**config.mk**
```make
export PLATFORM = sky130hd
export DESIGN_NAME = sine_taylor_series
export DESIGN_NICKNAME = d
export VERILOG_FILES = /design/src/hdl/sts_pkg.sv /design/src/hdl/sts_dp.sv /design/src/hdl/sts_seq.sv /design/src/hdl/sine_taylor_series.sv
export VERILOG_INCLUDE_DIRS = /design/src /design/src/hdl
export SDC_FILE = /design/constraint.sdc
export NUM_CORES = 2
export LEC_CHECK = 0
export BUFFER_PORTS_ARGS = -buffer_cell sky130_fd_sc_hd__buf_4
export CELL_PAD_IN_SITES_DETAIL_PLACEMENT = 1
export CELL_PAD_IN_SITES_GLOBAL_PLACEMENT = 1
export CORE_MARGIN = 5
export CORE_UTILIZATION = 55
export CTS_CLUSTER_SIZE = 14
export DETAILED_ROUTE_END_ITERATION = 12
export GPL_TIMING_DRIVEN = 0
export HOLD_SLACK_MARGIN = 0.15
export PLACE_DENSITY = 0.94
export SETUP_SLACK_MARGIN = 0.5
export SLEW_MARGIN = 5
export SYNTH_ARGS = -nofsm -noshare
export SYNTH_HDL_FRONTEND = slang
export SYNTH_SLANG_ARGS = --single-unit
export TNS_END_PERCENT = 10
```
**constraint.sdc**
```tcl
create_clock -name clk -period 61.3 [get_ports clk]
set_input_delay 12.26 -clock clk [delete_from_list [all_inputs] [get_ports clk]]
set_output_delay 12.26 -clock clk [all_outputs]
set_load 0.1 [all_outputs]
```
**src/hdl/sine_taylor_series_macros.svh**
```systemverilog
// assertion macros for the sine series block
// no dependencies; included by the files that carry assertions
`ifndef SINE_TAYLOR_SERIES_MACROS_SVH
`define SINE_TAYLOR_SERIES_MACROS_SVH
`ifndef SYNTHESIS
// same-cycle implication
`define STS_ASSERT_IMP(lbl, clk, rst_n, ante, cons, msg) \
	lbl: assert property (@(posedge clk) disable iff (!(rst_n)) (ante) |-> (cons)) \
		else $error(msg);
// next-cycle implication
`define STS_ASSERT_NXT(lbl, clk, rst_n, ante, cons, msg) \
	lbl: assert property (@(posedge clk) disable iff (!(rst_n)) (ante) |=> (cons)) \
		else $error(msg);
`else
`define STS_ASSERT_IMP(lbl, clk, rst_n, ante, cons, msg)
`define STS_ASSERT_NXT(lbl, clk, rst_n, ante, cons, msg)
`endif
`endif

```
**src/hdl/sts_pkg.sv**
```systemverilog
// shared types, constants and helpers for the sine series block
// no dependencies; imported by every module of the block
package sts_pkg;

	// number formats
	localparam int INNER_FRAC_BITS = 40;
	localparam int IO_FRAC_BITS    = 28;
	localparam int UP_SH           = INNER_FRAC_BITS - IO_FRAC_BITS;
	localparam int WORD_W          = 48;
	localparam int ANGLE_W         = 32;
	localparam int ACC_W           = 2 * WORD_W;

	// multiplier digit and divider sizes
	localparam int DIG_W     = 16;
	localparam int DIG_IDX_W = 2;
	localparam int DIV_W     = 16;
	localparam int REM_W     = DIV_W + 1;
	localparam int DIV_BITS  = 8;

	// configuration
	localparam int THR_W     = 40;
	localparam int CNT_W     = 7;
	localparam int CFG_IDX_W = 1;
	localparam logic [CFG_IDX_W-1:0] CFG_THRESHOLD = 1'd0;
	localparam logic [CFG_IDX_W-1:0] CFG_LIMIT     = 1'd1;
	localparam logic [THR_W-1:0]     THR_RESET     = 40'd10995;
	localparam logic [CNT_W-1:0]     LIMIT_RESET   = 7'd99;

	// input clamp: [-4, 4) in the io format
	localparam logic [ANGLE_W-1:0] ANGLE_LIM = ANGLE_W'(64'd4 << IO_FRAC_BITS);

	// output saturation magnitudes
	localparam logic [WORD_W-1:0] OUT_NEG_MAG = WORD_W'(64'h8000_0000);
	localparam logic [WORD_W-1:0] OUT_POS_MAX = WORD_W'(64'h7FFF_FFFF);

	// microprogram counter
	localparam int PC_W = 4;

	typedef enum logic {OPA_XM, OPA_TERM} opa_t;
	typedef enum logic {OPB_XM, OPB_X2} opb_t;
	typedef enum logic [1:0] {ACC_HOLD, ACC_LOAD, ACC_MAC} acc_op_t;
	typedef enum logic [2:0] {
		ACT_NONE, ACT_LD_X2, ACT_LD_D, ACT_LD_DIV, ACT_DIV, ACT_TERM, ACT_DONE
	} act_t;
	typedef enum logic [1:0] {JMP_NEXT, JMP_IF_LIMIT, JMP_IF_MORE} jmp_t;

	// one microcode control word
	typedef struct packed {
		opa_t                 a_sel;
		opb_t                 b_sel;
		logic [DIG_IDX_W-1:0] dig;
		acc_op_t              acc_op;
		act_t                 act;
		jmp_t                 jmp;
		logic [PC_W-1:0]      target;
	} ctl_t;

	// datapath status seen by the sequencer
	typedef struct packed {
		logic limit_hit;
		logic more;
	} stat_t;

	// (2i)(2i+1) for i = n+1
	function automatic logic [DIV_W-1:0] term_divisor(input logic [CNT_W-1:0] n);
		logic [CNT_W:0] two_i;
		logic [CNT_W:0] two_i_p1;
		two_i    = {n, 1'b0} + (CNT_W+1)'(2);
		two_i_p1 = two_i + (CNT_W+1)'(1);
		return DIV_W'(DIV_W'(two_i) * DIV_W'(two_i_p1));
	endfunction

endpackage

```
**src/hdl/sts_dp.sv**
```systemverilog
// datapath: 48x16 multiply-accumulate, 8-bit-per-step divider, sum and saturation
// depends on sts_pkg and the assertion macro header
`include "sine_taylor_series_macros.svh"
module sts_dp (
	input  logic                             clk,
	input  logic                             arst_n,
	input  logic                             start,
	input  logic signed [sts_pkg::ANGLE_W-1:0] angle,
	input  sts_pkg::ctl_t                    ctl,
	input  logic [sts_pkg::THR_W-1:0]        stop_threshold,
	input  logic [sts_pkg::CNT_W-1:0]        term_limit,
	output sts_pkg::stat_t                   stat,
	output logic signed [sts_pkg::ANGLE_W-1:0] sine_value,
	output logic [sts_pkg::CNT_W-1:0]        terms_added,
	output logic                             limit_reached
);
	import sts_pkg::*;

	logic [WORD_W-1:0] xm_q;
	logic [WORD_W-1:0] x2_q;
	logic [WORD_W-1:0] tmag_q;
	logic              tneg_q;
	logic [WORD_W-1:0] sum_q;
	logic [ACC_W-1:0]  acc_q;
	logic [WORD_W-1:0] quo_q;
	logic [REM_W-1:0]  rem_q;
	logic [DIV_W-1:0]  d_q;
	logic [CNT_W-1:0]  n_q;
	logic              thr_stop_q;

	logic              in_neg;
	logic [ANGLE_W-1:0] in_mag;
	logic [ANGLE_W-1:0] in_clamp;
	logic [WORD_W-1:0] in_xm;

	logic [WORD_W-1:0] a_op;
	logic [WORD_W-1:0] b_op;
	logic [DIG_W-1:0]  digit;
	logic [WORD_W+DIG_W-1:0] prod;

	logic [REM_W-1:0]  div_r;
	logic [WORD_W-1:0] div_q;

	logic [WORD_W-1:0] thr_ext;

	logic              s_neg;
	logic [WORD_W-1:0] s_mag;
	logic [WORD_W-1:0] s_sh;
	logic [WORD_W-1:0] s_sat;
	logic [ANGLE_W-1:0] s_mag32;

	// input clamp and widening
	always_comb begin
		in_neg = angle[ANGLE_W-1];
		in_mag = in_neg ? (~angle + ANGLE_W'(1)) : angle;
		if (in_neg) begin
			in_clamp = (in_mag > ANGLE_LIM) ? ANGLE_LIM : in_mag;
		end else begin
			in_clamp = (in_mag > ANGLE_LIM - ANGLE_W'(1)) ? ANGLE_LIM - ANGLE_W'(1) : in_mag;
		end
		in_xm = WORD_W'(in_clamp) << UP_SH;
	end

	// multiplier operands, msb digit first
	always_comb begin
		a_op = (ctl.a_sel == OPA_XM) ? xm_q : tmag_q;
		b_op = (ctl.b_sel == OPB_XM) ? xm_q : x2_q;
		unique case (ctl.dig)
			2'd0:    digit = b_op[DIG_W-1:0];
			2'd1:    digit = b_op[2*DIG_W-1:DIG_W];
			2'd2:    digit = b_op[3*DIG_W-1:2*DIG_W];
			default: digit = '0;
		endcase
		prod = (WORD_W+DIG_W)'(a_op) * (WORD_W+DIG_W)'(digit);
	end

	// restoring division, DIV_BITS quotient bits per step
	always_comb begin
		div_r = rem_q;
		div_q = quo_q;
		for (int k = 0; k < DIV_BITS; k++) begin
			div_r = {div_r[REM_W-2:0], div_q[WORD_W-1]};
			div_q = {div_q[WORD_W-2:0], 1'b0};
			if (div_r >= {1'b0, d_q}) begin
				div_r    = div_r - {1'b0, d_q};
				div_q[0] = 1'b1;
			end
		end
	end

	// loop status
	always_comb begin
		thr_ext        = WORD_W'(stop_threshold);
		stat.limit_hit = (n_q >= term_limit);
		stat.more      = (quo_q > thr_ext) &&
			(({1'b0, n_q} + (CNT_W+1)'(1)) < {1'b0, term_limit});
	end

	always_ff @(posedge clk) begin
		if (start) begin
			xm_q   <= in_xm;
			tmag_q <= in_xm;
			tneg_q <= in_neg;
			sum_q  <= in_neg ? (~in_xm + WORD_W'(1)) : in_xm;
		end
		unique case (ctl.acc_op)
			ACC_LOAD: acc_q <= ACC_W'(prod);
			ACC_MAC:  acc_q <= {acc_q[ACC_W-DIG_W-1:0], {DIG_W{1'b0}}} + ACC_W'(prod);
			default:  acc_q <= acc_q;
		endcase
		unique case (ctl.act)
			ACT_LD_X2: x2_q <= acc_q[INNER_FRAC_BITS +: WORD_W];
			ACT_LD_D:  d_q  <= term_divisor(n_q);
			ACT_LD_DIV: begin
				quo_q <= acc_q[INNER_FRAC_BITS +: WORD_W];
				rem_q <= '0;
			end
			ACT_DIV: begin
				quo_q <= div_q;
				rem_q <= div_r;
			end
			ACT_TERM: begin
				tmag_q <= quo_q;
				tneg_q <= !tneg_q;
				sum_q  <= tneg_q ? (sum_q + quo_q) : (sum_q - quo_q);
			end
			default: ;
		endcase
	end

	// term count and stop reason
	always_ff @(posedge clk or negedge arst_n) begin
		if (!arst_n) begin
			n_q        <= '0;
			thr_stop_q <= 1'b0;
		end else if (start) begin
			n_q        <= '0;
			thr_stop_q <= 1'b0;
		end else if (ctl.act == ACT_TERM) begin
			n_q        <= n_q + CNT_W'(1);
			thr_stop_q <= (quo_q <= thr_ext);
		end
	end

	// narrow to the io format and saturate
	always_comb begin
		s_neg = sum_q[WORD_W-1];
		s_mag = s_neg ? (~sum_q + WORD_W'(1)) : sum_q;
		s_sh  = s_mag >> UP_SH;
		if (s_neg) begin
			s_sat = (s_sh > OUT_NEG_MAG) ? OUT_NEG_MAG : s_sh;
		end else begin
			s_sat = (s_sh > OUT_POS_MAX) ? OUT_POS_MAX : s_sh;
		end
		s_mag32       = s_sat[ANGLE_W-1:0];
		sine_value    = s_neg ? (~s_mag32 + ANGLE_W'(1)) : s_mag32;
		terms_added   = n_q;
		limit_reached = !thr_stop_q;
	end

	`STS_ASSERT_NXT(a_div_rem_bound, clk, arst_n, ctl.act == ACT_DIV, (rem_q < {1'b0, d_q}), "divider remainder not below divisor")

endmodule

```
**src/hdl/sts_seq.sv**
```systemverilog
// microcode sequencer: program counter, control store and conditional jumps
// depends on sts_pkg and the assertion macro header
`include "sine_taylor_series_macros.svh"
module sts_seq (
	input  logic           clk,
	input  logic           arst_n,
	input  logic           start,
	input  logic           out_free,
	input  sts_pkg::stat_t stat,
	output sts_pkg::ctl_t  ctl,
	output logic           busy,
	output logic           done
);
	import sts_pkg::*;

	localparam logic [PC_W-1:0] PC_LOOP = PC_W'(4);
	localparam logic [PC_W-1:0] PC_FIN  = PC_W'(15);

	logic [PC_W-1:0] pc_q;
	logic            busy_q;
	logic            taken;

	function automatic ctl_t uw(input opa_t a, input opb_t b,
		input logic [DIG_IDX_W-1:0] dig, input acc_op_t op, input act_t act,
		input jmp_t jmp, input logic [PC_W-1:0] tgt);
		ctl_t w;
		w.a_sel  = a;
		w.b_sel  = b;
		w.dig    = dig;
		w.acc_op = op;
		w.act    = act;
		w.jmp    = jmp;
		w.target = tgt;
		return w;
	endfunction

	// control store
	function automatic ctl_t ucode(input logic [PC_W-1:0] pc);
		ctl_t w;
		unique case (pc)
			4'd0:  w = uw(OPA_XM, OPB_XM, 2'd2, ACC_LOAD, ACT_NONE, JMP_NEXT, '0);
			4'd1:  w = uw(OPA_XM, OPB_XM, 2'd1, ACC_MAC, ACT_NONE, JMP_NEXT, '0);
			4'd2:  w = uw(OPA_XM, OPB_XM, 2'd0, ACC_MAC, ACT_NONE, JMP_NEXT, '0);
			4'd3:  w = uw(OPA_XM, OPB_XM, 2'd0, ACC_HOLD, ACT_LD_X2, JMP_IF_LIMIT, PC_FIN);
			4'd4:  w = uw(OPA_TERM, OPB_X2, 2'd2, ACC_LOAD, ACT_LD_D, JMP_NEXT, '0);
			4'd5:  w = uw(OPA_TERM, OPB_X2, 2'd1, ACC_MAC, ACT_NONE, JMP_NEXT, '0);
			4'd6:  w = uw(OPA_TERM, OPB_X2, 2'd0, ACC_MAC, ACT_NONE, JMP_NEXT, '0);
			4'd7:  w = uw(OPA_XM, OPB_XM, 2'd0, ACC_HOLD, ACT_LD_DIV, JMP_NEXT, '0);
			4'd8:  w = uw(OPA_XM, OPB_XM, 2'd0, ACC_HOLD, ACT_DIV, JMP_NEXT, '0);
			4'd9:  w = uw(OPA_XM, OPB_XM, 2'd0, ACC_HOLD, ACT_DIV, JMP_NEXT, '0);
			4'd10: w = uw(OPA_XM, OPB_XM, 2'd0, ACC_HOLD, ACT_DIV, JMP_NEXT, '0);
			4'd11: w = uw(OPA_XM, OPB_XM, 2'd0, ACC_HOLD, ACT_DIV, JMP_NEXT, '0);
			4'd12: w = uw(OPA_XM, OPB_XM, 2'd0, ACC_HOLD, ACT_DIV, JMP_NEXT, '0);
			4'd13: w = uw(OPA_XM, OPB_XM, 2'd0, ACC_HOLD, ACT_DIV, JMP_NEXT, '0);
			4'd14: w = uw(OPA_XM, OPB_XM, 2'd0, ACC_HOLD, ACT_TERM, JMP_IF_MORE, PC_LOOP);
			4'd15: w = uw(OPA_XM, OPB_XM, 2'd0, ACC_HOLD, ACT_DONE, JMP_NEXT, '0);
		endcase
		return w;
	endfunction

	always_comb begin
		ctl = busy_q ? ucode(pc_q)
			: uw(OPA_XM, OPB_XM, 2'd0, ACC_HOLD, ACT_NONE, JMP_NEXT, '0);
		taken = ((ctl.jmp == JMP_IF_LIMIT) && stat.limit_hit) ||
			((ctl.jmp == JMP_IF_MORE) && stat.more);
		busy  = busy_q;
		done  = busy_q && (ctl.act == ACT_DONE) && out_free;
	end

	always_ff @(posedge clk or negedge arst_n) begin
		if (!arst_n) begin
			pc_q   <= '0;
			busy_q <= 1'b0;
		end else if (!busy_q) begin
			if (start) begin
				pc_q   <= '0;
				busy_q <= 1'b1;
			end
		end else if (ctl.act == ACT_DONE) begin
			if (out_free) begin
				busy_q <= 1'b0;
			end
		end else begin
			pc_q <= taken ? ctl.target : pc_q + PC_W'(1);
		end
	end

	`STS_ASSERT_NXT(a_done_idle, clk, arst_n, done, !busy_q, "sequencer still busy after finish")
	`STS_ASSERT_NXT(a_fin_stall, clk, arst_n, busy_q && (ctl.act == ACT_DONE) && !out_free, busy_q && (pc_q == PC_FIN), "finish step left while result blocked")

endmodule

```
**src/hdl/sine_taylor_series.sv**
```systemverilog
// sine by maclaurin series: top level with stream ports, config registers, result register
// depends on sts_pkg, sts_seq, sts_dp and the assertion macro header
// one angle is in work at a time: a new one is taken only once the last has reached the result register
// each item runs n correction terms on the shared 48x16 multiplier and divider
// (n is about 11 for angles near +-4 at the reset threshold, fewer for small angles)
// reset: arst_n async active low, idle, result empty, threshold 10995, term limit 99
`include "sine_taylor_series_macros.svh"
module sine_taylor_series (
	input  logic                              clk,
	input  logic                              arst_n,
	// configuration write port
	input  logic                              cfg_we,
	input  logic [sts_pkg::CFG_IDX_W-1:0]     cfg_index,
	input  logic [sts_pkg::THR_W-1:0]         cfg_data,
	// input stream
	input  logic                              s_axis_tvalid,
	output logic                              s_axis_tready,
	input  logic [31:0]                       s_axis_tdata,   // [31:0] angle
	// result stream
	output logic                              m_axis_tvalid,
	input  logic                              m_axis_tready,
	output logic [39:0]                       m_axis_tdata    // [31:0] sine_value,
	                                                          // [38:32] terms_added,
	                                                          // [39] limit_reached
);
	import sts_pkg::*;

	// configuration registers
	logic [THR_W-1:0] thr_q;
	logic [CNT_W-1:0] limit_q;

	// result register, parts the finished result from the next item's work
	logic             m_valid_q;
	logic [39:0]      m_data_q;

	// sequencer and datapath wiring
	ctl_t               ctl;
	stat_t              stat;
	logic               busy;
	logic               done;
	logic               start;
	logic               out_free;
	logic signed [ANGLE_W-1:0] sine_value;
	logic [CNT_W-1:0]   terms_added;
	logic               limit_reached;

	// an item is taken only while the sequencer is idle
	assign s_axis_tready = !busy;
	assign start         = s_axis_tvalid && s_axis_tready;

	// result slot free now or freed by this cycle's transaction
	assign out_free      = !m_valid_q || m_axis_tready;

	assign m_axis_tvalid = m_valid_q;
	assign m_axis_tdata  = m_data_q;

	always_ff @(posedge clk or negedge arst_n) begin
		if (!arst_n) begin
			thr_q   <= THR_RESET;
			limit_q <= LIMIT_RESET;
		end else if (cfg_we) begin
			unique case (cfg_index)
				CFG_THRESHOLD: thr_q   <= cfg_data;
				CFG_LIMIT:     limit_q <= cfg_data[CNT_W-1:0];
			endcase
		end
	end

	// valid flag: set when the program finishes, cleared when the result is taken
	always_ff @(posedge clk or negedge arst_n) begin
		if (!arst_n) begin
			m_valid_q <= 1'b0;
		end else if (done) begin
			m_valid_q <= 1'b1;
		end else if (m_axis_tready) begin
			m_valid_q <= 1'b0;
		end
	end

	// payload captured on finish, no reset needed
	always_ff @(posedge clk) begin
		if (done) begin
			m_data_q <= {limit_reached, terms_added, sine_value};
		end
	end

	// program counter and control store
	sts_seq u_seq (
		.clk      (clk),
		.arst_n   (arst_n),
		.start    (start),
		.out_free (out_free),
		.stat     (stat),
		.ctl      (ctl),
		.busy     (busy),
		.done     (done)
	);

	// multiply, divide, accumulate and saturate
	sts_dp u_dp (
		.clk            (clk),
		.arst_n         (arst_n),
		.start          (start),
		.angle          (s_axis_tdata),
		.ctl            (ctl),
		.stop_threshold (thr_q),
		.term_limit     (limit_q),
		.stat           (stat),
		.sine_value     (sine_value),
		.terms_added    (terms_added),
		.limit_reached  (limit_reached)
	);

	`STS_ASSERT_NXT(a_one_in_flight, clk, arst_n, s_axis_tvalid && s_axis_tready, !s_axis_tready, "second item taken while one is in work")
	`STS_ASSERT_NXT(a_done_shows, clk, arst_n, done, m_axis_tvalid, "finished result not presented")

endmodule

```
==> summary.md <==
| Metric | Value |
|---|---|
| Failing checks | `capacitance limit, slew limit` |
| Post-CTS Setup Repair Bufs | `0` |
| Ys flop type | `edfxtp_1` |
| Worst Path Required | `61.67 ns` |
| Cells after Synth | `6,893` |
| Crit-path max FO | `10` |
| First-pass GRT wire length | `380,000 µm` |
| CTS H-tree depth | `2` |
| DR vias/cell | `6.61` |
| Fmax | `31.6 MHz` |
| Hold depth | `0` |
| Ports | `120` |
| Layout area overhead | `7.73%` |
| Worst-Margin Slew | `1.51 ns` |
| Startpoint types | `flop` |
| Gr usage total | `0.434` |
| Die width | `340 µm` |
| Maxcap violations | `2` |
| Worst Setup Path Type | `reg -> reg` |
| Async SR Flop Fraction | `0.137` |
| Flip-flop and latch count after synthesis | `445` |
| Initial drt markers | `5,656` |
| Post-route ant nets | `0` |
| DRT Pass-1 Iters | `6` |
| Slowest-stage cell, CP | `edfxtp_1` |
| Grt ovf | `0` |
| Root Driver | `clkbuf_16` |
| Routed via count | `56.5k` |
| Setup_tns | `0 ns` |
| I/O Buffers | `113` |
| Core area | `0.109 mm²` |
| Hold Path Class | `reg -> reg` |
| Worst slack, placed | `31.18 ns` |
| Largest net degree at the start of global routing | `64` |
| Fin nets | `8,271` |
| Critical Path Stages | `107` |
| Drc violations | `0` |
| Antenna violations before repair | `6` |
| Reg2Reg Depth | `107` |
| Die Footprint | `0.116 mm²` |
| Vias in the first global route | `61.2k` |
| Initial Util | `0.553` |
| Clock Latency Late Sink | `0.69 ns` |
| DP Wirelength | `206,000 µm` |
| Mean post-synth cell area | `8.71 µm²` |
| Dpl cell area | `0.0630 mm²` |
| Post-synth cell types | `101` |
| Slew Limit Fails | `3` |
| Most used cell, CP | `o21ai_0` |
| Cts repair resizes | `0` |
| CTS Buf Count | `52` |
| Clock skew | `0.0721 ns` |
| Register area share after synthesis | `0.218` |
| Height of the die | `340 µm` |
| Routed WL per cell | `30.2 µm` |
| RSZ-0062 raised after global routing | `false` |
| Fin area | `0.0647 mm²` |
| Final core utilization | `0.595` |
| Net Count, Synth | `8,091` |
| CTS tree | `built` |
| CP peak stage delay | `0.79 ns` |
| Crit path buffers/inverters | `14` |
| Final hold violations | `0` |
| Worst EP arrival | `31.98 ns` |
| Top delay family on crit path | `compound AO/OA/AOI/OAI gates` |
| CTS sink cnt | `445` |
| WL final | `258,000 µm` |
| Final setup fails | `0` |
| Outcome | `complete, but fails checks` |
| Fill cells | `12.9k` |
| Clock transition at path regs | `0.06 ns` |
| Clk buf depth | `3` |
| Crit. End Element | `flop` |
| Setup WS post-layout | `29.69 ns` |
| Warnings from Yosys | `0` |
| Hold buffer count at CTS | `0` |
| Fin crit share | `0.516` |
| Post-synth EDFFs | `384` |
| Core Rows | `121` |
| Slew headroom | `-0.0173` |
| GP Congestion | `0.984` |
| Min cycle time layout | `31.61 ns` |
| Synth Cell Area | `0.0601 mm²` |
| Share of layout cells above drive strength 1 | `0.0577` |
layout by cell type (no fill, tap or decap), drive strengths merged, types with 13 or more instances in the layout:
master	instances
nand2	1090
inv	842
fa	665
nor2	577
ha	455
a21oi	398
edfxtp	384
o21ai	341
clkbuf	321
xnor2	216
xor2	162
buf	156
a21o	133
and2	116
mux2	110
nand3	92
nor3	92
nand2b	72
nor2b	66
nand4	63
o21a	61
and3	53
o21bai	49
dfrtp	48
a31oi	47
nor4	37
mux2i	36
or3	36
o31ai	32
or2	30
a211oi	30
clkinv	28
a21boi	25
o211ai	23
a211o	19
dfstp	13
or4	13
o41ai	13
path summary, 6_finish.rpt:
kind,startpoint,slack (ns),to
min in group asynchronous,arst_n,11.65,limit_q[4]
max reg2reg,u_dp.d_q[1],29.69,u_dp.rem_q[7]
min,u_dp.acc_q[80],0.42,u_dp.x2_q[40]
max in group asynchronous,arst_n,49.04,thr_q[29]
max,u_dp.d_q[1],29.69,u_dp.rem_q[7]
min reg2reg,u_dp.acc_q[80],0.42,u_dp.x2_q[40]
cell families after synthesis:
kind of cell    count (synthesis)  share of synthesized area
buf+inv                      1128                     0.0710
flops                         445                      0.218
mux                           146                     0.0269
xor+xnor                      378                     0.0551
simple gates                 2363                      0.175
other cells                     1                  0.0000624
fa+ha+maj                    1120                      0.316
compound gates               1312                      0.138
metal layers:
layer,up-vias,part of all wire,track usage
met3,1276,0.10,0.110
met2,3573,0.45,0.697
met5,-,0.00012,0
met1,28222,0.35,0.504
li1,23375,-,-
met4,4,0.094,0.321
cell usage after synthesis (45+ instances only):
cell	number	area (µm²)
a21o_1	133	998
a21oi_1	397	1990
a31oi_1	45	282
and2_1	115	719
and3_1	53	332
clkbuf_1	262	983
dfrtp_1	48	1200
edfxtp_1	384	11500
fa_1	665	13300
ha_1	455	5690
inv_1	834	3130
mux2_2	108	1220
nand2_1	1090	4090
nand2b_1	72	450
nand3_1	92	460
nand4_1	62	388
nor2_1	577	2170
nor2b_1	66	413
nor3_1	91	455
o21a_1	61	458
o21ai_0	333	1670
o21bai_1	49	368
xnor2_1	216	1890
xor2_1	162	1420
state kept, by name, indices dropped and copies added, names as in the netlist, 15 cells and up:
register	flops
u_dp.x2_q	48
u_dp.xm_q	32
u_dp.d_q	15
u_dp.quo_q	48
thr_q	40
u_dp.acc_q	88
u_dp.sum_q	48
u_dp.tmag_q	48
u_dp.rem_q	16
m_axis_tdata	40
cell type report:
cell class	instances	area [µm²]	area share
clock inverter	39	378	0.00584
clock buffer	59	1350	0.0208
tap	1414	1770	0.0273
inverter	836	3140	0.0485
timing repair buffer	126	1060	0.0164
antenna	3	7.51	0.000116
sequential	445	13100	0.202
multi-input combinational	5320	42800	0.662
buffer	292	1120	0.0174
per-stage QoR:
| stage | std cells | hold WS [ns] |
|---|---|---|
| after global placement | 8420 | 0.439 |
| after floorplan | 6893 | 0.426 |
| after detailed placement | 8433 | 0.446 |
| after CTS | 8531 | 0.424 |
| after global routing | 8531 | 0.439 |
| final | 8534 | 0.423 |
Power is left out: the tool's default activity adds up to more than one toggle a clock period on the data nets, which glitch-free logic cannot reach.
